[config.mk]
export PLATFORM = sky130hd
export DESIGN_NAME = safe_mode_check_pattern_finder_top
export DESIGN_NICKNAME = d
export VERILOG_FILES = /design/src/design/smcpf_pkg.sv /design/src/design/smcpf_match.sv /design/src/design/smcpf_front.sv /design/src/design/safe_mode_check_pattern_finder_top.sv
export VERILOG_INCLUDE_DIRS = /design/src /design/src/design
export SDC_FILE = /design/constraint.sdc
export NUM_CORES = 1
export LEC_CHECK = 0
export ABC_AREA = 0
export BUFFER_PORTS_ARGS = -buffer_cell sky130_fd_sc_hd__buf_2
export CORE_MARGIN = 3
export CORE_UTILIZATION = 55
export DETAILED_ROUTE_END_ITERATION = 7
export HOLD_SLACK_MARGIN = 0.06
export PLACE_DENSITY = 0.85
export SLEW_MARGIN = 10
export SYNTH_ARGS = -nofsm -noshare
export SYNTH_HDL_FRONTEND = slang
export SYNTH_HIERARCHICAL = 1
export SYNTH_SLANG_ARGS = --single-unit
[constraint.sdc]
create_clock -name clock -period 10.29 [get_ports clock]
set_clock_uncertainty 0.1 [all_clocks]
set_input_delay 0.5145 -clock clock [delete_from_list [all_inputs] [get_ports clock]]
set_output_delay 0.5145 -clock clock [all_outputs]
set_load 0.05 [all_outputs]
[src/design/safe_mode_check_pattern_finder_top_macros.svh]
// ----------------------------------------------------------------------------
// safe mode check pattern finder assertion macros
// shared assertion wrappers for the pattern finder modules
// ----------------------------------------------------------------------------
`ifndef SAFE_MODE_CHECK_PATTERN_FINDER_TOP_MACROS_SVH
`define SAFE_MODE_CHECK_PATTERN_FINDER_TOP_MACROS_SVH

// same-cycle implication, disabled in reset
`define SMCPF_ASSERT_NOW(label, clk, rst, ante, cons, msg) \
   label: assert property (@(posedge clk) disable iff (rst) (ante) |-> (cons)) \
      else $error(msg);

// next-cycle implication, disabled in reset
`define SMCPF_ASSERT_NEXT(label, clk, rst, ante, cons, msg) \
   label: assert property (@(posedge clk) disable iff (rst) (ante) |=> (cons)) \
      else $error(msg);

`endif

[src/design/smcpf_pkg.sv]
// ----------------------------------------------------------------------------
// smcpf_pkg
// types, constants and helpers shared by the pattern finder modules
// ----------------------------------------------------------------------------
`default_nettype none

package smcpf_pkg;

   // geometry of the scan
   localparam int MATCH_DISTANCE = 16;
   localparam int OFFSET_BITS    = 24;
   localparam int WIN            = 4 + MATCH_DISTANCE;
   localparam int SIZE_BITS      = OFFSET_BITS + 1;
   localparam int REM_BITS       = $clog2(MATCH_DISTANCE + 1);
   localparam int DIST_BITS      = $clog2(MATCH_DISTANCE + 1);
   localparam int PAIR_MIN       = 4;
   localparam int LONG_LEN       = 5;
   localparam int SHORT_LEN      = 4;

   localparam logic [SIZE_BITS-1:0] SIZE_CAP = SIZE_BITS'(1) << OFFSET_BITS;

   // byte patterns, element 0 is the lowest address
   localparam logic [7:0] PAT_LONG  [0:LONG_LEN-1]  = '{8'h0F, 8'hBA, 8'hE0, 8'h0E, 8'h72};
   localparam logic [7:0] PAT_SHORT [0:SHORT_LEN-1] = '{8'hF6, 8'hC4, 8'h40, 8'h75};
   localparam logic [7:0] PAT_PAIR  [0:SHORT_LEN-1] = '{8'h01, 8'h40, 8'h00, 8'h00};

   // patch lengths
   localparam logic [2:0] PLEN_NONE  = 3'd0;
   localparam logic [2:0] PLEN_LONG  = 3'd6;
   localparam logic [2:0] PLEN_SHORT = 3'd5;
   localparam logic [2:0] PLEN_PAIR  = 3'd4;

   typedef enum logic [1:0] {
      KIND_NONE  = 2'd0,
      KIND_LONG  = 2'd1,
      KIND_SHORT = 2'd2,
      KIND_PAIR  = 2'd3
   } kind_type;

   // sliding window, index 0 is the oldest byte
   typedef logic [WIN-1:0][7:0] window_type;

   // control carried with the window into the match stage
   typedef struct packed {
      logic                   valid;
      logic                   last;
      logic                   judge;
      logic [OFFSET_BITS-1:0] pos;
      logic [REM_BITS-1:0]    remain;
   } stage_type;

   // outcome of the pattern tests for one candidate
   typedef struct packed {
      logic                 hit;
      kind_type             kind;
      logic [DIST_BITS-1:0] spacing;
   } hit_type;

   function automatic logic [2:0] patch_len(kind_type kind);
      logic [2:0] len;
      case (kind)
         KIND_LONG:  len = PLEN_LONG;
         KIND_SHORT: len = PLEN_SHORT;
         KIND_PAIR:  len = PLEN_PAIR;
         default:    len = PLEN_NONE;
      endcase
      return len;
   endfunction

endpackage

`default_nettype wire

[src/design/smcpf_match.sv]
// ----------------------------------------------------------------------------
// smcpf_match
// parallel pattern tests over the byte window for one candidate offset
// ----------------------------------------------------------------------------
`default_nettype none

module smcpf_match (
   input  smcpf_pkg::window_type                window,
   input  logic [smcpf_pkg::REM_BITS-1:0]       remain,
   output smcpf_pkg::hit_type                   hit
);

   logic [smcpf_pkg::LONG_LEN-1:0]   long_eq;
   logic [smcpf_pkg::SHORT_LEN-1:0]  short_eq;
   logic [smcpf_pkg::SHORT_LEN-1:0]  head_eq;
   logic [smcpf_pkg::MATCH_DISTANCE:0] pair_at;
   logic                              pair_found;
   logic [smcpf_pkg::DIST_BITS-1:0]   pair_dist;
   logic                              long_ok;
   logic                              short_ok;
   logic                              head_ok;

   // byte compares at the candidate offset
   always_comb begin
      for (int i = 0; i < smcpf_pkg::LONG_LEN; i++) begin
         long_eq[i] = (window[i] == smcpf_pkg::PAT_LONG[i]);
      end
      for (int i = 0; i < smcpf_pkg::SHORT_LEN; i++) begin
         short_eq[i] = (window[i] == smcpf_pkg::PAT_SHORT[i]);
         head_eq[i]  = (window[i] == smcpf_pkg::PAT_PAIR[i]);
      end
   end

   // long pattern needs one more byte inside the scan range
   assign long_ok  = (&long_eq) && (remain != '0);
   assign short_ok = &short_eq;
   assign head_ok  = &head_eq;

   // second pair pattern at each distance that stays inside the range
   always_comb begin
      pair_at = '0;
      for (int k = smcpf_pkg::PAIR_MIN; k <= smcpf_pkg::MATCH_DISTANCE; k++) begin
         pair_at[k] = (remain >= smcpf_pkg::REM_BITS'(k));
         for (int j = 0; j < smcpf_pkg::SHORT_LEN; j++) begin
            pair_at[k] = pair_at[k] && (window[k+j] == smcpf_pkg::PAT_PAIR[j]);
         end
      end
   end

   // nearest second pattern wins
   always_comb begin
      pair_found = 1'b0;
      pair_dist  = '0;
      for (int k = smcpf_pkg::MATCH_DISTANCE; k >= smcpf_pkg::PAIR_MIN; k--) begin
         if (pair_at[k]) begin
            pair_found = 1'b1;
            pair_dist  = smcpf_pkg::DIST_BITS'(k);
         end
      end
   end

   // test priority: long, short, pair
   always_comb begin
      hit.hit     = 1'b1;
      hit.kind    = smcpf_pkg::KIND_NONE;
      hit.spacing = '0;
      if (long_ok) begin
         hit.kind = smcpf_pkg::KIND_LONG;
      end else if (short_ok) begin
         hit.kind = smcpf_pkg::KIND_SHORT;
      end else if (head_ok && pair_found) begin
         hit.kind    = smcpf_pkg::KIND_PAIR;
         hit.spacing = pair_dist;
      end else begin
         hit.hit  = 1'b0;
      end
   end

endmodule

`default_nettype wire

[src/design/smcpf_front.sv]
// ----------------------------------------------------------------------------
// smcpf_front
// size register, byte counter and input window register stage
// ----------------------------------------------------------------------------
`default_nettype none

module smcpf_front (
   input  logic                               clock,
   input  logic                               reset,
   input  logic                               csr_write,
   input  logic [smcpf_pkg::SIZE_BITS-1:0]    csr_image_size,
   input  logic                               req_take,
   input  logic                               hold,
   input  logic [7:0]                         req_byte_value,
   output smcpf_pkg::window_type              window,
   output smcpf_pkg::stage_type               stage
);

   `include "safe_mode_check_pattern_finder_top_macros.svh"

   logic [smcpf_pkg::SIZE_BITS-1:0]   size_ff;
   logic [smcpf_pkg::SIZE_BITS-1:0]   size_in;
   logic [smcpf_pkg::OFFSET_BITS-1:0] count_ff;
   logic [smcpf_pkg::OFFSET_BITS-1:0] count_in;
   logic [smcpf_pkg::SIZE_BITS-1:0]   count_next;
   logic [smcpf_pkg::SIZE_BITS-1:0]   remain_full;
   logic                              size_zero;
   logic                              take;
   logic                              last;
   smcpf_pkg::window_type             window_ff;
   smcpf_pkg::window_type             window_in;
   smcpf_pkg::stage_type              stage_ff;
   smcpf_pkg::stage_type              stage_in;

   // image size, clamped to the offset range
   assign size_in = (csr_image_size > smcpf_pkg::SIZE_CAP) ? smcpf_pkg::SIZE_CAP
                                                          : csr_image_size;
   assign size_zero = (size_ff == '0);

   // bytes of an empty image are dropped
   assign take = req_take && !size_zero;

   // position bookkeeping for the accepted byte
   assign count_next  = {1'b0, count_ff} + smcpf_pkg::SIZE_BITS'(1);
   assign last        = (count_next == size_ff);
   assign remain_full = size_ff - count_next;
   assign count_in    = last ? '0 : count_ff + smcpf_pkg::OFFSET_BITS'(1);

   // window shifts one byte per accepted request
   assign window_in = {req_byte_value, window_ff[smcpf_pkg::WIN-1:1]};

   // control for the match stage
   always_comb begin
      stage_in.valid  = take;
      stage_in.last   = last;
      stage_in.judge  = (count_next >= smcpf_pkg::SIZE_BITS'(smcpf_pkg::WIN));
      stage_in.pos    = count_ff - smcpf_pkg::OFFSET_BITS'(smcpf_pkg::WIN - 1);
      stage_in.remain = (remain_full > smcpf_pkg::SIZE_BITS'(smcpf_pkg::MATCH_DISTANCE))
                        ? smcpf_pkg::REM_BITS'(smcpf_pkg::MATCH_DISTANCE)
                        : remain_full[smcpf_pkg::REM_BITS-1:0];
   end

   // size and counter
   always_ff @(posedge clock) begin
      if (reset) begin
         size_ff  <= '0;
         count_ff <= '0;
      end else if (csr_write) begin
         size_ff  <= size_in;
         count_ff <= '0;
      end else if (take) begin
         count_ff <= count_in;
      end
   end

   // stage register, frozen while the match stage is held
   always_ff @(posedge clock) begin
      if (reset) begin
         stage_ff.valid <= 1'b0;
      end else if (!hold) begin
         stage_ff.valid <= stage_in.valid;
      end
      if (take && !hold) begin
         window_ff        <= window_in;
         stage_ff.last    <= stage_in.last;
         stage_ff.judge   <= stage_in.judge;
         stage_ff.pos     <= stage_in.pos;
         stage_ff.remain  <= stage_in.remain;
      end
   end

   assign window = window_ff;
   assign stage  = stage_ff;

   `SMCPF_ASSERT_NOW(a_count_in_range, clock, reset, !size_zero,
      ({1'b0, count_ff} < size_ff), "byte counter reached the image size")
   `SMCPF_ASSERT_NOW(a_stage_needs_size, clock, reset, stage_ff.valid,
      !size_zero, "byte staged for an empty image")

endmodule

`default_nettype wire

[src/design/safe_mode_check_pattern_finder_top.sv]
// ----------------------------------------------------------------------------
// safe_mode_check_pattern_finder_top
// streaming search for the safe mode check patterns in a byte image
// ----------------------------------------------------------------------------
// Write the image size on the csr port first, then stream the image one byte
// per request; the block takes one byte every cycle unless req_stall is high.
// Each byte goes through an input register stage (counter and 20-byte window)
// and one stage of parallel byte compares; the result for an image is registered
// when its last byte is compared. Only a result that is still waiting when the
// next image ends makes req_stall rise. After the last byte the next image,
// of the same size, starts on its own; a size of zero drops all bytes.
// ----------------------------------------------------------------------------
`default_nettype none

module safe_mode_check_pattern_finder_top (
   input  logic                                clock,
   input  logic                                reset,
   // request channel
   input  logic                                req_valid,
   output logic                                req_stall,
   input  logic [7:0]                          req_byte_value,
   // response channel
   output logic                                rsp_valid,
   input  logic                                rsp_stall,
   output logic [1:0]                          rsp_match_kind,
   output logic [smcpf_pkg::OFFSET_BITS-1:0]   rsp_first_offset,
   output logic [smcpf_pkg::OFFSET_BITS-1:0]   rsp_second_offset,
   output logic [2:0]                          rsp_patch_length,
   // configuration channel
   input  logic                                csr_valid,
   output logic                                csr_ready,
   input  logic [smcpf_pkg::SIZE_BITS-1:0]     csr_image_size
);

   `include "safe_mode_check_pattern_finder_top_macros.svh"

   logic                              csr_write;
   logic                              hold;
   logic                              fire;
   logic                              new_hit;
   smcpf_pkg::window_type             window;
   smcpf_pkg::stage_type              stage;
   smcpf_pkg::hit_type                hit;

   logic                              latched_ff;
   smcpf_pkg::kind_type               kind_ff;
   logic [smcpf_pkg::OFFSET_BITS-1:0] first_ff;
   logic [smcpf_pkg::OFFSET_BITS-1:0] second_ff;
   smcpf_pkg::kind_type               kind_in;
   logic [smcpf_pkg::OFFSET_BITS-1:0] first_in;
   logic [smcpf_pkg::OFFSET_BITS-1:0] second_in;
   logic [smcpf_pkg::OFFSET_BITS-1:0] pair_pos;

   logic                              rsp_valid_ff;
   smcpf_pkg::kind_type               rsp_kind_ff;
   logic [smcpf_pkg::OFFSET_BITS-1:0] rsp_first_ff;
   logic [smcpf_pkg::OFFSET_BITS-1:0] rsp_second_ff;
   logic [2:0]                        rsp_plen_ff;

   // configuration is always taken
   assign csr_ready = 1'b1;
   assign csr_write = csr_valid;

   // the last byte waits in the match stage while the result slot is full
   assign hold      = stage.valid && stage.last && rsp_valid_ff && rsp_stall;
   assign req_stall = hold;
   assign fire      = stage.valid && !hold;

   smcpf_front u_front (
      .clock          (clock),
      .reset          (reset),
      .csr_write      (csr_write),
      .csr_image_size (csr_image_size),
      .req_take       (req_valid && !req_stall),
      .hold           (hold),
      .req_byte_value (req_byte_value),
      .window         (window),
      .stage          (stage)
   );

   smcpf_match u_match (
      .window (window),
      .remain (stage.remain),
      .hit    (hit)
   );

   // a candidate counts only until the first match of the image
   assign new_hit  = stage.judge && !latched_ff && hit.hit;
   assign pair_pos = stage.pos
                     + {{(smcpf_pkg::OFFSET_BITS - smcpf_pkg::DIST_BITS){1'b0}}, hit.spacing};

   // earliest match so far, including this candidate
   always_comb begin
      kind_in   = kind_ff;
      first_in  = first_ff;
      second_in = second_ff;
      if (new_hit) begin
         kind_in   = hit.kind;
         first_in  = stage.pos;
         second_in = (hit.kind == smcpf_pkg::KIND_PAIR) ? pair_pos : '0;
      end
   end

   // match latch, cleared at the end of each image and on a size write
   always_ff @(posedge clock) begin
      if (reset || csr_write) begin
         latched_ff <= 1'b0;
         kind_ff    <= smcpf_pkg::KIND_NONE;
         first_ff   <= '0;
         second_ff  <= '0;
      end else if (fire && stage.last) begin
         latched_ff <= 1'b0;
         kind_ff    <= smcpf_pkg::KIND_NONE;
         first_ff   <= '0;
         second_ff  <= '0;
      end else if (fire && new_hit) begin
         latched_ff <= 1'b1;
         kind_ff    <= kind_in;
         first_ff   <= first_in;
         second_ff  <= second_in;
      end
   end

   // result register
   always_ff @(posedge clock) begin
      if (reset) begin
         rsp_valid_ff <= 1'b0;
      end else if (fire && stage.last) begin
         rsp_valid_ff <= 1'b1;
      end else if (!rsp_stall) begin
         rsp_valid_ff <= 1'b0;
      end
   end

   always_ff @(posedge clock) begin
      if (fire && stage.last) begin
         rsp_kind_ff   <= kind_in;
         rsp_first_ff  <= first_in;
         rsp_second_ff <= second_in;
         rsp_plen_ff   <= smcpf_pkg::patch_len(kind_in);
      end
   end

   assign rsp_valid         = rsp_valid_ff;
   assign rsp_match_kind    = rsp_kind_ff;
   assign rsp_first_offset  = rsp_first_ff;
   assign rsp_second_offset = rsp_second_ff;
   assign rsp_patch_length  = rsp_plen_ff;

   `SMCPF_ASSERT_NOW(a_latched_has_kind, clock, reset, latched_ff,
      kind_ff != smcpf_pkg::KIND_NONE, "match latched without a kind")
   `SMCPF_ASSERT_NOW(a_none_is_empty, clock, reset,
      rsp_valid_ff && (rsp_kind_ff == smcpf_pkg::KIND_NONE),
      (rsp_first_ff == '0) && (rsp_second_ff == '0) && (rsp_plen_ff == smcpf_pkg::PLEN_NONE),
      "empty result carries offsets")
   `SMCPF_ASSERT_NOW(a_pair_order, clock, reset,
      rsp_valid_ff && (rsp_kind_ff == smcpf_pkg::KIND_PAIR),
      (rsp_second_ff - rsp_first_ff) >= smcpf_pkg::OFFSET_BITS'(smcpf_pkg::PAIR_MIN),
      "pair result with overlapping patterns")
   `SMCPF_ASSERT_NEXT(a_result_from_last, clock, reset,
      fire && stage.last, rsp_valid_ff, "last byte gave no result")

endmodule

`default_nettype wire
## Yosys cells after proc, flatten, opt, wreduce, memory -nomap -nowiden

Cells that the tools add are included.

- Output and inout port bits: 56
- Flip-flop bits (word level): 346

- Multiplexer cells: 43
- Add/sub/neg operators: 5
- Reduce and logical (&&, ||, !) cells: 92
- Equality and inequality tests: 43
- Order comparisons: 16

Operators by type and width:

| operator | number |
|---|---|
| $eq A8 B7 Y1 const B | 17 |
| $logic_not A8 Y1 | 16 |
| $eq A8 B1 Y1 const B | 14 |
| $mux W24 | 4 |
| $mux W5 | 15 |
| $logic_and A1 B1 Y1 | 65 |
| $ge A5 B4 Y1 const B | 8 |
| $eq A8 B8 Y1 const B | 4 |
| $add A24 B1 Y25 const B | 1 |
| $eq A25 B25 Y1 | 1 |
| $ge A25 B5 Y1 const B | 1 |
| $gt A25 B25 Y1 const B | 1 |
| $gt A25 B5 Y1 const B | 1 |
| $logic_not A25 Y1 | 1 |
| $mux W25 | 1 |
| $sub A25 B25 Y25 | 1 |
| $add A24 B1 Y24 const B | 1 |
| $add A24 B5 Y24 | 1 |
| $sub A24 B5 Y24 const B | 1 |
| $ge A5 B3 Y1 const B | 4 |
| $mux W1 | 18 |
| $eq A8 B4 Y1 const B | 2 |
| $pmux W3 S3 | 1 |
| $reduce_and A4 Y1 | 2 |
| 11 further kinds | 18 |

## Longest topological paths before layout

- Depth after elaboration: 26
- Depth in mapped cells: 18
- Depth with buffers taken out: 16

## By module

Netlist, hierarchy kept.

By module, submodules not included:

| module | area an instance (µm²) | cells each | instances |
|---|---|---|---|
| smcpf_front | 10578.9 | 832 | 1 |
| safe_mode_check_pattern_finder_top | 4536.9 | 458 | 1 |
| smcpf_match | 1024.7 | 166 | 1 |

## Least setup slack after synthesis

Ideal clock, no wire load.

- Kind: register to register
- From: reg rsp_valid_ff (netlist: rsp_valid)
- To: reg, netlist name u_front/stage[0]
- Arrival time: 9.388 ns
- Stages on the path, launching flop included: 7
- Slack: 0.054 ns
- Setup time: 0.748 ns
- Buffers on the path: 1
- Required time: 9.442 ns
- Path through: dfxtp_1 -> nand2_1 -> nor2_1 -> nor2b_1 -> o21ai_1 -> clkbuf_1 -> nor2_1

- Longest elaborated chain between the ends: 6

RTL lines:

| what | line | RTL |
|---|---|---|
| from (decl) | safe_mode_check_pattern_finder_top.sv:54 | `logic rsp_valid_ff;` |
| from (signal assigned) | safe_mode_check_pattern_finder_top.sv:127 | `rsp_valid_ff <= 1'b0;` |
| from (signal assigned) | safe_mode_check_pattern_finder_top.sv:129 | `rsp_valid_ff <= 1'b1;` |
| from (signal assigned) | safe_mode_check_pattern_finder_top.sv:131 | `rsp_valid_ff <= 1'b0;` |
| $logic_and A1 B1 Y1 * (2 in a row) | safe_mode_check_pattern_finder_top.sv:65 | `assign hold = stage.valid && stage.last && rsp_valid_ff && rsp_stall;` |
| net req_stall | safe_mode_check_pattern_finder_top.sv:20 | `output logic req_stall,` |
| $logic_not A1 Y1 * | - |  |
| $logic_and A1 B1 Y1 | safe_mode_check_pattern_finder_top.sv:74 | `.req_take (req_valid && !req_stall),` |
| $logic_and A1 B1 Y1 | smcpf_front.sv:41 | `assign take = req_take && !size_zero;` |
| $logic_and A1 B1 Y1 * | smcpf_front.sv:83 | `if (take && !hold) begin` |

Mark *: on every way through the listed nets, which the timed path passes. The rest lies on a longest branch.
A chain may end at the register's enable or synchronous reset.

## Worst setup path in the final report

- From: reg u_front/count_ff[6] (netlist bit)
- To: reg, netlist name u_front/stage[4]

- Longest elaborated chain between the ends: 3

RTL lines:

| what | line | RTL |
|---|---|---|
| from (decl) | smcpf_front.sv:23 | `logic [smcpf_pkg::OFFSET_BITS-1:0] count_ff;` |
| from (signal assigned) | smcpf_front.sv:72 | `count_ff <= count_in;` |
| $add A24 B1 Y25 | smcpf_front.sv:44 | `assign count_next = {1'b0, count_ff} + smcpf_pkg::SIZE_BITS'(1);` |
| $sub A25 B25 Y25 | smcpf_front.sv:46 | `assign remain_full = size_ff - count_next;` |
| $gt A25 B5 Y1 | smcpf_front.sv:58 | `stage_in.remain = (remain_full > smcpf_pkg::SIZE_BITS'(smcpf_pkg::MATCH_DISTANCE))` |

No other way between the ends.

==> results.sh <==
export IMPL_maxSlewHeadroom_pct=25.6
export IMPL_worst_slew_pin_slew_ps=1120
export IMPL_slew_violations=0
export IMPL_fin_cells=1941
export IMPL_die_w_um=177
export IMPL_hold_viol=0
export IMPL_synth_cell_types=88
export IMPL_cts_sinks=346
export IMPL_die_area_um2=31400
export IMPL_synth_fp_nets=1515
export IMPL_cts_root_buf="clkbuf_16"
export IMPL_cp_arrival_ps=5690
export IMPL_p_total_mw=3.34
export IMPL_crit_chain="nand3_1 -> nor2_1 -> nand3_1 -> xor2_1 -> ha_1 -> nand2b_1 -> o21ai_0 -> o32ai_1 -> maj3_1 -> maj3_1 -> a221oi_1 -> nor3b_1 -> o21ai_0 -> xor2_1 -> a211o_1 -> or4_1"
export IMPL_synthFlopType="edfxtp_1"
export IMPL_synth_top_cells_by_count="edfxtp_1 (244), nand2_1 (194), nor2_1 (117), dfxtp_1 (102), o21ai_0 (67)"
export IMPL_fmax_mhz=180
export IMPL_yosysTopAreaCell="edfxtp_1"
export IMPL_clk_pin_slew_ps=60
export IMPL_postLayoutCellArea_um2=18300
export IMPL_globalplace_congestion=0.949
export IMPL_powerDensity_nw_per_um2=182
export IMPL_p_leak_nw=6.61
export IMPL_area_growth_syn_to_layout_pct=13.6
export IMPL_routed_via_density=6.19
export IMPL_clk_latency_ps=530
export IMPL_min_period_ps=5540
export IMPL_cts_tree="built"
export IMPL_hpwl_mm=25.9
export IMPL_pin_count=94
export IMPL_synthArstFlopShare_pct=0
export IMPL_yosys_cell_count_top_type="edfxtp_1"
export IMPL_first_pass_iters=8
export IMPL_cts_path_max_buffers=3
export IMPL_diodes=0
export IMPL_syn_area_per_cell_um2=11.1
export IMPL_dpl_cell_count=1866
export IMPL_ir_worst_vdd_uv=177
export IMPL_vias=12012
export IMPL_rsz0062_at_grt="false"
export IMPL_netlist_area_um2=16100
export IMPL_status="completed"
export IMPL_gr_total_overflow=0
export IMPL_grt_pass1_vias=11341
export IMPL_slowest_stage="dfxtp_1"
export IMPL_ys_ff_latch=346
export IMPL_fill_cells=2173
export IMPL_hp_class="input port to flip-flop"
export IMPL_tns_ps=0
export IMPL_dpl_cell_area_um2=16900
export IMPL_worst_setup_path_type="flip-flop to flip-flop"
export IMPL_startpoint_type="flip-flop"
export IMPL_cpPeakStageDelay_ps=690
export IMPL_worstPathRequired_ps=10440
export IMPL_drtIter0Drc=1326
export IMPL_synthCells=1456
export IMPL_antenna_found_initial=0
export IMPL_drcViolationCount=0
export IMPL_fin_hold_ws_ps=87.2
export IMPL_grt_max_degree=95
export IMPL_htreeDepth=2
export IMPL_cts_made_buffers=37
export IMPL_start_util_pct=56.1
export IMPL_finalCritPeriodShare_pct=53.9
export IMPL_drv_cap=0
export IMPL_critPathMaxFanout=16
export IMPL_synth_edf_count=244
export IMPL_ys_top_cells_by_area="edfxtp_1 (45%), dfxtp_1 (13%), nand2_1 (4.5%), xnor2_1 (2.8%), nor2_1 (2.7%)"
export IMPL_wl_mm=37.2
export IMPL_ys_warn_count=6
export IMPL_rows=62
export IMPL_worstSetupEndpointType="flip-flop"
export IMPL_drive_gt1_share_pct=13.0
export IMPL_setup_viol=0
export IMPL_grt_pass1_wl_mm=59.3
export IMPL_portBuffers=92
export IMPL_drt_wirelength_per_cell_um=19.2
export IMPL_antenna_left=0
export IMPL_ys_seq_area_share_pct=58.0
export IMPL_die_h_um=177
export IMPL_synth_top_cell_area_share_pct=45.4
export IMPL_core_area_um2=28800
export IMPL_nets=1587
export IMPL_grtUsageTotal_pct=23.5
## area by class of cell
class	instances	area [um2]	share of cell area, %
well taps	384	480	2.62
flip-flops and latches	346	9370	51.1
multi-input cells	1017	6420	35.0
repair buffers	107	591	3.22
clock buffers	50	1100	5.99
clock inverters	18	305	1.66
inverters	19	71.3	0.389
## worst paths after layout
kind                  startpoint             endpoint  slack [ps]  cells after the start
max          u_front/count_ff[6]     u_front/stage[4]        4750                     16
max reg2reg  u_front/count_ff[6]     u_front/stage[4]        4750                     16
min            req_byte_value[1]  u_front/window[153]          90                      1
min reg2reg   u_front/window[81]   u_front/window[73]         330                      0
## power by group
| part | internal, mW | switching (mW) |
|---|---|---|
| registers | 1.59 | 0.0548 |
| clock network | 0.934 | 0.547 |
| logic | 0.0745 | 0.140 |
## worst max-delay path: cells and delay by family (launching register included)
| family | cells | cell delay [ps] |
|---|---|---|
| fa+ha+maj | 3 | 1060 |
| simple gates | 6 | 1970 |
| flops | 1 | 690 |
| compound gates | 5 | 1030 |
| xor+xnor | 2 | 400 |
## metrics by stage
stage	util, %	worst slack, ps
after floorplan	-	54.5
after global placement	58.6	5060
after detailed placement	58.6	4940
after CTS	63.7	4850
after global routing	63.7	4350
final	63.7	4750
## cell usage in the layout, fill, tap and decap left out, drive strengths merged, types with 6 or more instances in the layout
master       Yosys  layout
and4             6       6
nand2b           7       7
ha              19      19
inv             19      20
maj3            15      15
dlygate4sd3      0       7
edfxtp         244     244
nor3            51      51
dfxtp          102     102
a22o            24      24
mux2i           29      29
bufinv           0       7
clkbuf          54      50
a31oi            6       6
or3             10      10
nand3           58      58
or4             13      13
nor3b            7       7
o31ai            6       6
nor2b            6       6
a21oi           46      46
and2            11      11
a21o            11      11
nand3b          11      11
nand2          195     195
nor4            55      55
xnor2           51      51
nand4           28      28
o31a             7       7
a211oi           6       6
clkinv           0       7
nor2           118     118
xor2            36      36
nor4b           11      11
buf             20     100
o21ai           81      81
and3            21      21
## routing by layer
metal,routed length (um),global-route usage [%]
met4,1080,7.59
met2,17300,37.6
met3,3180,4.02
met5,0,0
met1,15600,33.1
## timing repair
| action | in CTS | in global routing |
|---|---|---|
| setup buffers | 0 | 0 |
| hold endpoints to repair | 7 | 0 |
| gates resized for setup | 0 | 0 |
| hold buffers | 7 | 0 |
## cells by family after synthesis
kind of cell / Yosys count / synth area share (%)
other: 1 / 0.0232
buffers and inverters: 93 / 2.31
multiplexers: 29 / 1.80
flip-flops: 346 / 58.0
AO/OA/AOI/OAI: 233 / 9.49
XOR/XNOR: 93 / 5.57
AND/OR/NAND/NOR: 625 / 20.1
adder cells (fa/ha/maj): 36 / 2.67
## sequential cells by signal (all words and copies together), names as in the netlist
signal / count
rsp_valid: 1
u_front/size_ff: 25
u_front/window: 160
rsp_patch_length: 3
kind_ff: 2
u_front/stage: 32
rsp_first_offset: 24
first_ff: 24
latched_ff: 1
second_ff: 24
rsp_match_kind: 2
rsp_second_offset: 24
u_front/count_ff: 24
(Power assumes the default switching activity.)
